===== src/design/bpas_pkg.sv =====
// package: shared constants, types and register map of the alignment score block
`timescale 1ns / 1ps
package bpas_pkg;

    localparam int QUERY_BITS_DEF     = 64;
    localparam int ALPHABET_DEF       = 4;
    localparam int MAX_SCORE_SPAN_DEF = 48;

    // signed width of the per-position difference arithmetic
    localparam int DW = 10;

    localparam logic [1:0] REG_MATCH    = 2'd0;
    localparam logic [1:0] REG_MISMATCH = 2'd1;
    localparam logic [1:0] REG_GAP      = 2'd2;
    localparam logic [1:0] REG_QLEN     = 2'd3;

    typedef enum logic [2:0] {
        S_IDLE,
        S_RUN,
        S_FIN,
        S_MUL,
        S_SUM,
        S_DONE
    } t_state;

    typedef struct packed {
        logic [3:0] match_score;
        logic [4:0] mismatch_score;
        logic [4:0] gap_score;
        logic [7:0] span;
    } t_scores;

endpackage


===== src/design/bpas_ram.sv =====
// generic single write port, single read port ram with registered read
`timescale 1ns / 1ps
module bpas_ram #(
    parameter int WIDTH = 8,
    parameter int DEPTH = 64
) (
    input  logic                     i_clk,
    input  logic                     i_we,
    input  logic [$clog2(DEPTH)-1:0] i_waddr,
    input  logic [WIDTH-1:0]         i_wdata,
    input  logic [$clog2(DEPTH)-1:0] i_raddr,
    output logic [WIDTH-1:0]         o_rdata
);

    logic [WIDTH-1:0] r_mem [DEPTH];
    logic [WIDTH-1:0] r_rdata;

    always_ff @(posedge i_clk) begin
        if (i_we) begin
            r_mem[i_waddr] <= i_wdata;
        end
        r_rdata <= r_mem[i_raddr];
    end

    assign o_rdata = r_rdata;

endmodule


===== src/design/bpas_cell_unit.sv =====
// shared update unit: one query position of the difference column per use
`timescale 1ns / 1ps
module bpas_cell_unit
    import bpas_pkg::*;
#(
    parameter int MAX_SCORE_SPAN = MAX_SCORE_SPAN_DEF
) (
    input  t_scores                              i_scores,
    input  logic [$clog2(MAX_SCORE_SPAN)-1:0]    i_id,
    input  logic                                 i_id_valid,
    input  logic                                 i_eq,
    input  logic signed [DW-1:0]                 i_dv,
    output logic [$clog2(MAX_SCORE_SPAN)-1:0]    o_id,
    output logic signed [DW-1:0]                 o_dh,
    output logic signed [DW-1:0]                 o_dv
);

    localparam int IW = $clog2(MAX_SCORE_SPAN);

    logic signed [DW-1:0] w_gap;
    logic signed [DW-1:0] w_s;
    logic signed [DW-1:0] w_dh;
    logic signed [DW-1:0] w_a;
    logic signed [DW-1:0] w_b;
    logic signed [DW-1:0] w_out;
    logic signed [DW-1:0] w_dhn;
    logic signed [DW-1:0] w_rel;
    logic signed [DW-1:0] w_span;
    logic signed [DW-1:0] w_cid;

    always_comb begin
        w_gap  = DW'($signed(i_scores.gap_score));
        w_s    = i_eq ? DW'($signed({1'b0, i_scores.match_score}))
                      : DW'($signed(i_scores.mismatch_score));
        // an entry never written holds the gap value
        w_dh   = i_id_valid ? w_gap + DW'($signed({1'b0, i_id})) : w_gap;
        w_a    = w_s - w_dh;
        w_b    = i_dv + w_gap - w_dh;
        w_out  = w_gap;
        if (w_a > w_out) begin
            w_out = w_a;
        end
        if (w_b > w_out) begin
            w_out = w_b;
        end
        w_dhn  = w_out + w_dh - i_dv;
        w_rel  = w_dhn - w_gap;
        w_span = DW'($signed(i_scores.span));
        if (w_rel < 0) begin
            w_cid = '0;
        end else if (w_rel >= w_span) begin
            w_cid = w_span - DW'(1);
        end else begin
            w_cid = w_rel;
        end
        o_id = w_cid[IW-1:0];
        o_dh = w_gap + w_cid;
        o_dv = w_out;
    end

endmodule


===== src/design/bit_parallel_alignment_score.sv =====
// Global alignment score of a loaded query against a streamed text, linear gap
// penalty. Query symbols (tuser = 0) are taken while idle; a load at position 0
// clears the query first. Each text symbol (tuser = 1) runs one shared update
// unit over the min(query_length, QUERY_BITS) positions in use, one position
// per cycle, through a registered-read store of per-position differences. The
// last symbol of a text then passes S_MUL and S_SUM to S_DONE, which sends the
// score, and waits there while the output register still holds an unread score.
// Bad score settings are reported with score 0 and config_error set.
// A finished score waits in the output register while the next item is taken.
`timescale 1ns / 1ps
module bit_parallel_alignment_score
    import bpas_pkg::*;
#(
    parameter int QUERY_BITS     = QUERY_BITS_DEF,
    parameter int ALPHABET       = ALPHABET_DEF,
    parameter int MAX_SCORE_SPAN = MAX_SCORE_SPAN_DEF
) (
    input  logic        i_clk,
    input  logic        i_rst_n,
    input  logic        i_s_axis_tvalid,
    output logic        o_s_axis_tready,
    input  logic [7:0]  i_s_axis_tdata,  // [1:0] symbol, [7:2] position
    input  logic        i_s_axis_tuser,  // [0] mode
    input  logic        i_s_axis_tlast,
    output logic        o_m_axis_tvalid,
    input  logic        i_m_axis_tready,
    output logic [31:0] o_m_axis_tdata, // [31:0] score
    output logic        o_m_axis_tuser, // [0] config_error
    input  logic        psel,
    input  logic        penable,
    input  logic        pwrite,
    input  logic [3:0]  paddr,
    input  logic [31:0] pwdata,
    output logic [31:0] prdata,
    output logic        pready
);

    localparam int AW   = $clog2(QUERY_BITS);
    localparam int CW   = $clog2(QUERY_BITS + 1);
    localparam int IW   = $clog2(MAX_SCORE_SPAN);
    localparam int MS   = (ALPHABET < 4) ? ALPHABET : 4;
    localparam int SUMW = DW + AW + 1;
    localparam int PW   = 38;
    localparam int TW   = PW + 1;

    t_state r_state, n_state;

    logic [3:0]  r_match;
    logic [4:0]  r_mis;
    logic [4:0]  r_gap;
    logic [6:0]  r_qlen;

    logic [QUERY_BITS-1:0] r_mask [MS];
    logic [QUERY_BITS-1:0] r_valid;
    logic [31:0]           r_text_count;

    logic [1:0]            r_sym;
    logic                  r_last;
    logic [CW-1:0]         r_idx;
    logic                  r_pv;
    logic [AW-1:0]         r_paddr;
    logic                  r_rd_vld;
    logic signed [DW-1:0]  r_dv;
    logic signed [SUMW-1:0] r_sum;
    logic signed [PW-1:0]  r_prod;
    logic [31:0]           r_res_score;
    logic                  r_res_err;

    logic                  r_o_valid;
    logic [31:0]           r_o_score;
    logic                  r_o_err;

    t_scores               w_scores;
    logic signed [7:0]     w_span;
    logic                  w_ok;
    logic [CW-1:0]         w_len;
    logic                  w_in_acc;
    logic                  w_cfg_wr;
    logic                  w_eq;
    logic [IW-1:0]         w_rdata;
    logic [IW-1:0]         w_new_id;
    logic signed [DW-1:0]  w_new_dh;
    logic signed [DW-1:0]  w_new_dv;
    logic                  w_ram_we;
    logic                  w_out_free;
    logic signed [TW-1:0]  w_total;

    // settings check and span
    always_comb begin
        w_span = 8'($signed({1'b0, r_match})) - (8'($signed(r_gap)) <<< 1) + 8'sd1;
        w_ok   = (r_match != 4'd0) && r_mis[4] && ($signed(r_gap) < $signed(r_mis))
                 && (w_span <= 8'(MAX_SCORE_SPAN));
        w_scores.match_score    = r_match;
        w_scores.mismatch_score = r_mis;
        w_scores.gap_score      = r_gap;
        w_scores.span           = w_span;
        w_len = (8'(r_qlen) > 8'(QUERY_BITS)) ? CW'(QUERY_BITS) : CW'(r_qlen);
    end

    assign w_in_acc   = i_s_axis_tvalid && o_s_axis_tready;
    assign w_cfg_wr   = psel && penable && pwrite;
    assign w_out_free = !r_o_valid || i_m_axis_tready;

    always_comb begin
        w_eq = 1'b0;
        for (int k = 0; k < MS; k++) begin
            if (r_sym == 2'(k) && r_mask[k][r_paddr]) begin
                w_eq = 1'b1;
            end
        end
    end

    bpas_ram #(
        .WIDTH (IW),
        .DEPTH (QUERY_BITS)
    ) u_ram (
        .i_clk   (i_clk),
        .i_we    (w_ram_we),
        .i_waddr (r_paddr),
        .i_wdata (w_new_id),
        .i_raddr (r_idx[AW-1:0]),
        .o_rdata (w_rdata)
    );

    bpas_cell_unit #(
        .MAX_SCORE_SPAN (MAX_SCORE_SPAN)
    ) u_cell (
        .i_scores   (w_scores),
        .i_id       (w_rdata),
        .i_id_valid (r_rd_vld),
        .i_eq       (w_eq),
        .i_dv       (r_dv),
        .o_id       (w_new_id),
        .o_dh       (w_new_dh),
        .o_dv       (w_new_dv)
    );

    // next state
    always_comb begin
        n_state = r_state;
        case (r_state)
            S_IDLE: begin
                if (w_in_acc && i_s_axis_tuser) begin
                    if (w_ok) begin
                        n_state = S_RUN;
                    end else if (i_s_axis_tlast) begin
                        n_state = S_DONE;
                    end
                end
            end
            S_RUN: begin
                if (r_idx == w_len) begin
                    n_state = S_FIN;
                end
            end
            S_FIN: begin
                n_state = r_last ? S_MUL : S_IDLE;
            end
            S_MUL: begin
                n_state = S_SUM;
            end
            S_SUM: begin
                n_state = S_DONE;
            end
            S_DONE: begin
                if (w_out_free) begin
                    n_state = S_IDLE;
                end
            end
            default: begin
                n_state = S_IDLE;
            end
        endcase
    end

    // outputs of the sequencer
    always_comb begin
        o_s_axis_tready = 1'b0;
        w_ram_we        = 1'b0;
        case (r_state)
            S_IDLE: begin
                o_s_axis_tready = 1'b1;
            end
            S_RUN: begin
                w_ram_we = r_pv;
            end
            default: begin
                o_s_axis_tready = 1'b0;
            end
        endcase
    end

    assign w_total = TW'(r_prod) + TW'(r_sum);

    always_ff @(posedge i_clk) begin
        if (!i_rst_n) begin
            r_state      <= S_IDLE;
            r_match      <= 4'd1;
            r_mis        <= 5'h1F;
            r_gap        <= 5'h1E;
            r_qlen       <= 7'd64;
            r_valid      <= '0;
            r_text_count <= '0;
            r_o_valid    <= 1'b0;
            for (int k = 0; k < MS; k++) begin
                r_mask[k] <= '0;
            end
        end else begin
            r_state <= n_state;
            if (r_state == S_DONE && w_out_free) begin
                r_o_valid <= 1'b1;
            end else if (i_m_axis_tready) begin
                r_o_valid <= 1'b0;
            end
            if (w_cfg_wr) begin
                case (paddr[3:2])
                    REG_MATCH:    r_match <= pwdata[3:0];
                    REG_MISMATCH: r_mis   <= pwdata[4:0];
                    REG_GAP:      r_gap   <= pwdata[4:0];
                    REG_QLEN:     r_qlen  <= pwdata[6:0];
                    default:      r_qlen  <= r_qlen;
                endcase
                r_valid      <= '0;
                r_text_count <= '0;
            end
            case (r_state)
                S_IDLE: begin
                    if (w_in_acc && !i_s_axis_tuser) begin
                        // position 0 clears every mask before its own bit goes in
                        for (int k = 0; k < MS; k++) begin
                            r_mask[k] <= ((i_s_axis_tdata[7:2] == 6'd0) ? '0 : r_mask[k])
                                | ((i_s_axis_tdata[1:0] == 2'(k)
                                    && 7'(i_s_axis_tdata[7:2]) < 7'(QUERY_BITS))
                                   ? (QUERY_BITS'(1) << i_s_axis_tdata[7:2]) : '0);
                        end
                        if (i_s_axis_tdata[7:2] == 6'd0) begin
                            r_valid      <= '0;
                            r_text_count <= '0;
                        end
                    end else if (w_in_acc && w_ok) begin
                        if (r_text_count != 32'hFFFF_FFFF) begin
                            r_text_count <= r_text_count + 32'd1;
                        end
                    end
                end
                S_RUN: begin
                    if (r_pv) begin
                        r_valid[r_paddr] <= 1'b1;
                    end
                end
                S_DONE: begin
                    if (w_out_free) begin
                        r_valid      <= '0;
                        r_text_count <= '0;
                    end
                end
                default: ;
            endcase
        end
    end

    // datapath registers
    always_ff @(posedge i_clk) begin
        r_paddr  <= r_idx[AW-1:0];
        r_rd_vld <= r_valid[r_idx[AW-1:0]];
        case (r_state)
            S_IDLE: begin
                r_sym       <= i_s_axis_tdata[1:0];
                r_last      <= i_s_axis_tlast;
                r_idx       <= '0;
                r_pv        <= 1'b0;
                r_dv        <= DW'($signed(r_gap));
                r_sum       <= '0;
                r_res_score <= '0;
                r_res_err   <= !w_ok;
            end
            S_RUN: begin
                if (r_pv) begin
                    r_dv  <= w_new_dv;
                    r_sum <= r_sum + SUMW'(w_new_dh);
                end
                if (r_idx != w_len) begin
                    r_idx <= r_idx + CW'(1);
                    r_pv  <= 1'b1;
                end else begin
                    r_pv  <= 1'b0;
                end
            end
            S_MUL: begin
                r_prod <= PW'($signed({1'b0, r_text_count})) * PW'($signed(r_gap));
            end
            S_SUM: begin
                if (w_total > TW'(32'sh7FFF_FFFF)) begin
                    r_res_score <= 32'h7FFF_FFFF;
                end else if (w_total < -TW'(33'sh0_8000_0000)) begin
                    r_res_score <= 32'h8000_0000;
                end else begin
                    r_res_score <= w_total[31:0];
                end
            end
            S_DONE: begin
                if (w_out_free) begin
                    r_o_score <= r_res_score;
                    r_o_err   <= r_res_err;
                end
            end
            default: begin
                r_pv <= 1'b0;
            end
        endcase
    end

    always_comb begin
        case (paddr[3:2])
            REG_MATCH:    prdata = {28'd0, r_match};
            REG_MISMATCH: prdata = {{27{r_mis[4]}}, r_mis};
            REG_GAP:      prdata = {{27{r_gap[4]}}, r_gap};
            REG_QLEN:     prdata = {25'd0, r_qlen};
            default:      prdata = '0;
        endcase
    end

    assign pready          = 1'b1;
    assign o_m_axis_tvalid = r_o_valid;
    assign o_m_axis_tdata  = r_o_score;
    assign o_m_axis_tuser  = r_o_err;

`ifndef SYNTHESIS
    a_idx_bound: assert property (@(posedge i_clk) disable iff (!i_rst_n)
        (r_state == S_RUN) |-> (r_idx <= w_len))
        else $error("position counter ran past the query length");

    a_err_zero: assert property (@(posedge i_clk) disable iff (!i_rst_n)
        (o_m_axis_tvalid && o_m_axis_tuser) |-> (o_m_axis_tdata == 32'd0))
        else $error("error result carries a nonzero score");

    a_cfg_restart: assert property (@(posedge i_clk) disable iff (!i_rst_n)
        (psel && penable && pwrite) |=> (r_text_count == 32'd0 && r_valid == '0))
        else $error("register write did not restart the text");

    a_ram_we_run: assert property (@(posedge i_clk) disable iff (!i_rst_n)
        w_ram_we |-> (r_state == S_RUN && r_paddr == AW'(r_idx - CW'(1))))
        else $error("difference store written at the wrong position");
`endif

endmodule

===== config.mk =====
export PLATFORM = sky130hd
export DESIGN_NAME = bit_parallel_alignment_score
export DESIGN_NICKNAME = d
export VERILOG_FILES = /design/src/design/bpas_pkg.sv /design/src/design/bpas_ram.sv /design/src/design/bpas_cell_unit.sv /design/src/design/bit_parallel_alignment_score.sv
export SDC_FILE = /design/constraint.sdc
export NUM_CORES = 2
export LEC_CHECK = 0
export BUFFER_PORTS_ARGS = -buffer_cell sky130_fd_sc_hd__buf_2
export CORE_MARGIN = 3
export CORE_UTILIZATION = 54
export CTS_CLUSTER_SIZE = 24
export DETAILED_ROUTE_END_ITERATION = 7
export GPL_TIMING_DRIVEN = 0
export HOLD_SLACK_MARGIN = 0.03
export PLACE_DENSITY = 0.7
export SKIP_CTS_REPAIR_TIMING = 1
export SYNTH_ARGS = -nofsm -noshare
export SYNTH_HDL_FRONTEND = slang
export SYNTH_SLANG_ARGS = --single-unit
export TNS_END_PERCENT = 5

===== constraint.sdc =====
create_clock -name i_clk -period 54.1 [get_ports i_clk]
set_input_delay 10.82 -clock i_clk [delete_from_list [all_inputs] [get_ports i_clk]]
set_output_delay 10.82 -clock i_clk [all_outputs]
set_load 0.01 [all_outputs]

==> impl_metrics.tcl <==
set metrics [dict create \
    clock-sinks 916 \
    dp_cells 5596 \
    ctsHtreeMaxLevel 3 \
    post-synth-top-area-cell "sky130_fd_sc_hd__edfxtp_1" \
    synthArstFlopShare_pct 0 \
    detail_route.drc_violations 0 \
    post_synth_instance_area_um2 50600 \
    number_of_enable_type_register_cells_in_the_synthesized_netlist 782 \
    drt.antenna.violating_nets 0 \
    synth.ff_latch_count 916 \
    timing.setup.critical_path_class "input port to output pin" \
    hpwlAfterDp_mm 104 \
    cts_buffer_depth 3 \
    yosys_warnings 0 \
    unrepaired_setup_endpoints_after_global_routing "no" \
    ctsRootBufferMaster "sky130_fd_sc_hd__clkbuf_16" \
    final_period_minus_worst_setup_slack_ns 23.62 \
    highest_fanout_seen_on_the_critical_path 28 \
    drt-vias-per-instance 6.22 \
    final_hold_fails 0 \
    max_clock_freq_mhz 42.3 \
    proportion_of_netlist_area_held_by_the_largest_area_contributor_pct 46.4 \
    drtIter0Drc 4634 \
    starting_utilization_of_the_core_area_pct 54.8 \
    clk_transition_reported_paths_ns 0.06 \
    die_w_um 312 \
    crit_path_top_delay_cell "sky130_fd_sc_hd__nand2_1" \
    gp_congestion 1.00 \
    yosysMostFrequentCell "sky130_fd_sc_hd__edfxtp_1" \
    synth-seq-area-share_pct 51.7 \
    setup.worst_path.start_class "input port" \
    grt_pass1_vias 34900 \
    largest_net_degree_at_the_start_of_global_routing 69 \
    die_area_um2 97400 \
    die_height_um 312 \
    grt_util_all_layers_pct 29.1 \
    cts_made_buffers 95 \
    status "finished clean" \
    detailroute.via_count 36000 \
    synth.avg_cell_area_um2 11.9 \
    dpl_cell_area_um2 53000 \
    placement_rows 111 \
    setup.worst_path.end_class "output pin" \
    cap_viol_max_count 0 \
    crit_path_frequent_cell "sky130_fd_sc_hd__buf_2" \
    postSynthCellCount 4247 \
    postSynth.topFlopCell "sky130_fd_sc_hd__edfxtp_1" \
    postRouteWirelength_mm 143 \
    io_buffers 92 \
    cell_types_occupying_the_most_area_after_synthesis "sky130_fd_sc_hd__edfxtp_1 46%, sky130_fd_sc_hd__mux4_2 7.2%, sky130_fd_sc_hd__dfxtp_1 5.3%" \
    antenna_found_initial 15 \
    crit_required_ns 43.28 \
    final_cell_area_um2 56200 \
    routedWlPerCell_um 24.8 \
    ios 121 \
    final_max_tran_viols 0 \
    final_min_period_over_clock_period_pct 43.7 \
    yosysUniqueCellTypes 93 \
    cpPeakStageDelay_ns 0.58 \
    clock_latency_on_the_worst_skew_pair_ns 0.70 \
    max_slew.worst_pin.slew_ns 1.47 \
    max_slew_margin_pct 2.10 \
    timing.critical_path.cells "buf_2 -> buf_1 -> nand3b_1 -> nand2_1 -> a31o_2 -> buf_2" \
    core_area_um2 92400 \
    final.hold.worst_slack_ns 0.387 \
    synth_common_cells "782 x sky130_fd_sc_hd__edfxtp_1, 436 x sky130_fd_sc_hd__nand2_1, 322 x sky130_fd_sc_hd__o21ai_0, 257 x sky130_fd_sc_hd__nor2_1, 214 x sky130_fd_sc_hd__ha_1" \
    cts_tree "done" \
    firstDrtPassIters 8 \
    finalNonFillerCells 5779 \
    synth_nets 4631 \
    finalNetCount 4834 \
    timing.clock.skew_ns 0.0570 \
    synthToLayoutAreaGrowth_pct 11.0 \
    critical_path_at_ns 12.80 \
    setup-tns-final_ns 0 \
    drive_gt1_share_pct 11.7 \
    grt_first_pass_wirelength_mm 215 \
    hold_path_class "flip-flop to flip-flop" \
    setup_viol_count_final 0 \
    grt-ovfl-total 0 \
]
flip-flops by register name, summed over array words and instances (netlist names), 2 cells and up:
name	flops
o_m_axis_tdata	32
r_dv	10
r_gap	5
r_idx	7
r_mask	256
r_match	4
r_mis	5
r_paddr	6
r_prod	38
r_qlen	7
r_res_score	32
r_state	3
r_sum	17
r_sym	2
r_text_count	32
r_valid	64
u_ram.o_rdata	6
u_ram.r_mem	384
stage by stage:
stage / util [%] / setup slack, ns
6_report: 60.8 / 30.48
4_1_cts: 60.8 / 30.46
5_1_grt: 60.8 / 30.27
2_1_floorplan: - / 31.17
3_5_place_dp: 57.4 / 30.47
3_3_place_gp: 57.0 / 30.52
layout by cell type, fill, tap and decap left out, types with 95 or more instances in the layout:
cell,netlist,routed
sky130_fd_sc_hd__nand2_1,436,435
sky130_fd_sc_hd__clkbuf_16,0,95
sky130_fd_sc_hd__a21oi_1,200,200
sky130_fd_sc_hd__dfxtp_1,134,134
sky130_fd_sc_hd__o21ai_0,322,322
sky130_fd_sc_hd__ha_1,214,214
sky130_fd_sc_hd__edfxtp_1,782,782
sky130_fd_sc_hd__nor2_1,257,251
sky130_fd_sc_hd__mux4_2,162,162
sky130_fd_sc_hd__fa_1,117,117
sky130_fd_sc_hd__nor2b_1,109,109
sky130_fd_sc_hd__and2_1,100,99
sky130_fd_sc_hd__buf_2,9,103
sky130_fd_sc_hd__clkbuf_1,186,210
sky130_fd_sc_hd__inv_1,212,212
routing by layer:
metal / global-route usage [%] / part of all wire, % / up-vias
met5: 0 / 0.028 / -
met3: 6.21 / 10 / 383
met2: 46.1 / 46 / 1916
met4: 13.0 / 4.8 / 6
met1: 38.8 / 39 / 17600
li1: - / - / 16100
area by class of cell:
cell class / instances / area [um^2]
Antenna cell: 5 / 12.5
Tap cell: 1243 / 1560
Sequential cell: 916 / 26200
Multi-Input combinational cell: 2858 / 22500
Buffer: 258 / 1170
Fill cell: 7349 / 36200
Timing Repair Buffer: 106 / 748
Clock inverter: 54 / 632
Inverter: 215 / 807
Clock buffer: 124 / 2540
logic make-up (layout without fill, tap and decap cells):
logic type | Yosys count | count (layout) | share of synthesized area, %
and+or+nand+nor | 1208 | 1208 | 11.4
AOI/OAI and AO/OA | 964 | 964 | 12.3
DFF | 916 | 916 | 51.7
buffers and inverters | 473 | 757 | 3.91
adders and majority gates | 331 | 331 | 9.92
muxes | 226 | 226 | 8.50
xor gates and xnor gates | 128 | 128 | 2.22
other | 1 | 6 | 0.00741
worst max-delay path: cells and delay by family:
kind	cells	cell delay [ns]
buf+inv	3	0.68
simple gates	2	0.76
compound gates	1	0.54
path summary, 6_finish.rpt:
check	from	end	slack, ns	cells after the start
worst max-delay path	paddr[2]	prdata[5]	30.48	6
worst min-delay path	r_idx[2]$_SDFFCE_PN0P_	r_paddr[2]$_DFF_P_	0.39	0
worst max register to register	r_paddr[2]$_DFF_P_	r_sum[16]$_SDFFCE_PN0P_	32.93	86
worst min register to register	r_idx[2]$_SDFFCE_PN0P_	r_paddr[2]$_DFF_P_	0.39	0
Power is left out: the tool's default activity adds up to more than one toggle a clock period on the data nets, which glitch-free logic cannot reach.
